`src/design/c8cpu_ram.sv`:
```
`timescale 1ns / 1ps
// c8cpu_ram: generic single-write, single-read RAM with registered read.
// No dependencies.
module c8cpu_ram #(
    parameter int WIDTH = 8,
    parameter int DEPTH = 16
) (
    input  logic                     i_clk,
    input  logic                     i_we,
    input  logic [$clog2(DEPTH)-1:0] i_waddr,
    input  logic [WIDTH-1:0]         i_wdata,
    input  logic [$clog2(DEPTH)-1:0] i_raddr,
    output logic [WIDTH-1:0]         o_rdata
);
    logic [WIDTH-1:0] r_mem [DEPTH];

    always_ff @(posedge i_clk) begin
        if (i_we) begin
            r_mem[i_waddr] <= i_wdata;
        end
        o_rdata <= r_mem[i_raddr];
    end
endmodule

```
`config.mk`:
```
export PLATFORM = sky130hd
export DESIGN_NAME = c8cpu_ram
export DESIGN_NICKNAME = d
export VERILOG_FILES = /design/src/design/c8cpu_ram.sv
export SDC_FILE = /design/constraint.sdc
export NUM_CORES = 1
export LEC_CHECK = 0
export BUFFER_PORTS_ARGS = -buffer_cell sky130_fd_sc_hd__buf_2
export CORE_UTILIZATION = 39
export CTS_BUF_LIST = sky130_fd_sc_hd__clkbuf_4 sky130_fd_sc_hd__clkbuf_8 sky130_fd_sc_hd__clkbuf_16
export DETAILED_ROUTE_END_ITERATION = 8
export MAX_ROUTING_LAYER = met4
export SYNTH_ARGS = -nofsm -noshare
export SYNTH_HDL_FRONTEND = slang
export SYNTH_SLANG_ARGS = --single-unit
```
`constraint.sdc`:
```
create_clock -name i_clk -period 3.6 [get_ports i_clk]
set_input_delay 0.54 -clock i_clk [delete_from_list [all_inputs] [get_ports i_clk]]
set_output_delay 0.54 -clock i_clk [all_outputs]
set_load 0.05 [all_outputs]
```
==> reports/results.txt <==
status: finished, final reports clean
max_cap viols: 0
Mapped Area: 0.00515 mm^2
M1 WL: 4250 um
FF+latch count, synth: 136
placed cell count: 422
Hold Buf Count CTS: 0
post-synthesis instance total: 229
gpl congestion: 0.730
Worst Skew: 3.98 ps
Synth Area in Compound Gates: 0.0233
most common cell after layout, fill and taps aside: edfxtp_1
clk_lat worst skew: 410 ps
Final Core Density: 0.472
vias in the first global route: 2,424
Final #Nets: 287
n_diodes: 0
leak pwr: 2.00 nW
post-synthesis simple-gate area fraction: 0.0318
sequential share of the synthesized area: 0.778
num rows: 41
multi-input logic area: 0.00106 mm^2
Initial Utilization: 0.405
XOR/XNOR Fraction of Synth Area: 0
Synth Warn #: 0
core footprint: 0.0127 mm^2
Avg Vias per Cell: 5.06
RSZ-0062 raised after global routing: no
first-pass GRT wire length: 14,600 um
CP Launch Type: input port
Initial DRC Count: 116
DR vias: 2,291
WP data arrival: 2200 ps
DRC: 0
delay-heaviest family, CP: buffers and inverters
min cycle time layout: 1910 ps
met2 wire len: 4660 um
Non-Filler Instances: 453
crit share post-route: 0.530
Sink Count: 136
worst hold path type: input port to register
maximum clock frequency: 524 MHz
top cells by area, synth: edfxtp_1 (75%), mux4_2 (7.9%), mux4_1 (7.1%)
Final Max Tran Viols: 0
Sum Neg Setup Slack: 0 ps
CTS root buf: clkbuf_16
Highest Signal Layer: met4
PwrDens: 595 mW/mm^2
Chip Height: 117 um
# IOs: 26
slowest cell on the critical path: mux4_1
TritonRoute pass-1 iters: 4
DRT Wirelength: 9500 um
met3 routed WL: 468 um
PortBufs: 25
mux cell area share after synthesis: 0.150
Overall Global Routing Usage: 0.166
ratio of cells with drive above 1 in the final layout: 0.278
leading area contributor after synthesis: edfxtp_1
CP max FO: 12
synthesized net count: 247
largest family of logic cells by synthesized area: multiplexers
Largest stage delay, worst path: 580 ps
Post-CTS Resized: 0
largest net degree at the start of global routing: 33
Worst EP required: 3890 ps
Die ar.: 0.0137 mm^2
number of buffers created by CTS: 17
Tightest Pin Transition: 918 ps
share of the synthesized area in the top cell type: 0.747
Congestion Overflow GR: 0
HPWL Detailed: 6310 um
Synth Area per Inst: 22.5 um^2
setup bufs post-CTS: 0
commonest cells after routing, fill and taps aside: edfxtp_1 (128), buf_2 (25), mux4_2 (18)
adder-cell share of the synthesized area: 0
Buf/Inv on CP: 2
VDD IR max: 0.307 mV
Synth cell types: 19
CTS H-tree lvls: 4
Syn-to-layout area delta: 16.6%
initial antenna violation count: 0
CTS tree: built
Setup Crit Path Kind: input port to register
WHS: 521 ps
total area of sequential cells: 0.00400 mm^2
Fillers: 1,098
Relative slew margins: 0.385
final hold viol count: 0
chip width: 117 um
Post-DRT Antenna Nets: 0
CP Capture Type: register
Setup-failing EPs final: 0
wire per inst: 21.0 um
clk slew on worst S/H paths: 50 ps
CP Cell Sequence: buf_2 -> buf_4 -> mux4_1 -> a22oi_1 -> nand2_1
Bufs on Longest Clock Path: 2
==> cell type report <==
class / instances / share of cell area
clock inverter: 11 / 0.0179
clock buffer: 20 / 0.0746
timing repair buffer: 31 / 0.0284
sequential: 136 / 0.667
multi-input combinational: 83 / 0.176
tap: 172 / 0.0359
==> worst paths after layout <==
kind | start | endpoint | slack (ps) | cells after the start
setup / recovery | i_raddr[0] | o_rdata[5]$_DFF_P_ | 1690 | 5
setup reg to reg | r_mem[1][5]$_DFFE_PP_ | o_rdata[5]$_DFF_P_ | 2200 | 3
hold reg to reg | r_mem[15][6]$_DFFE_PP_ | o_rdata[6]$_DFF_P_ | 680 | 3
hold / removal | i_wdata[1] | r_mem[7][1]$_DFFE_PP_ | 520 | 1
==> routing by layer <==
layer  vias to the layer above  track usage
met5                         -            -
met4                         0       0.0751
met3                         7       0.0515
met2                        57        0.244
met1                      1174        0.213
li1                       1053            -
==> cells in the mapped netlist <==
master           number
nand3b_1              2
a22oi_1              16
buf_4                 1
nand3_1               1
and2b_1               1
clkdlybuf4s25_2       3
nand2b_1              2
buf_2                 3
nor3_1                4
or3b_2                1
mux4_2               18
buf_6                 3
nand2_1               9
dfxtp_1               8
nor2_1               13
and2_1                1
edfxtp_1            128
mux4_1               14
nor2b_1               1
==> per-stage QoR <==
stage	power (mW)	area, um^2	setup WS [ps]
final	3.57	6000	1690
after global routing	3.70	6000	1580
after CTS	3.61	6000	1650
after detailed placement	2.01	5450	1220
after global placement	2.01	5450	1210
after floorplan	1.94	5150	1570
==> kinds of logic after synthesis <==
group | after synthesis
buffers and inverters | 10
flip-flops | 136
AND/OR/NAND/NOR | 35
AO/OA/AOI/OAI | 16
multiplexers | 32
==> flip-flops by register name, summed over array words and instances (netlist names) <==
| signal | count |
|---|---|
| o_rdata | 8 |
| r_mem | 128 |
==> where the power goes <==
part | internal [mW] | switching (mW) | total (mW)
combinational | 0.0653 | 0.125 | 0.190
clock | 1.02 | 0.578 | 1.60
sequential | 1.77 | 0.00981 | 1.78
Note: power is estimated with default switching activity, not from simulation.
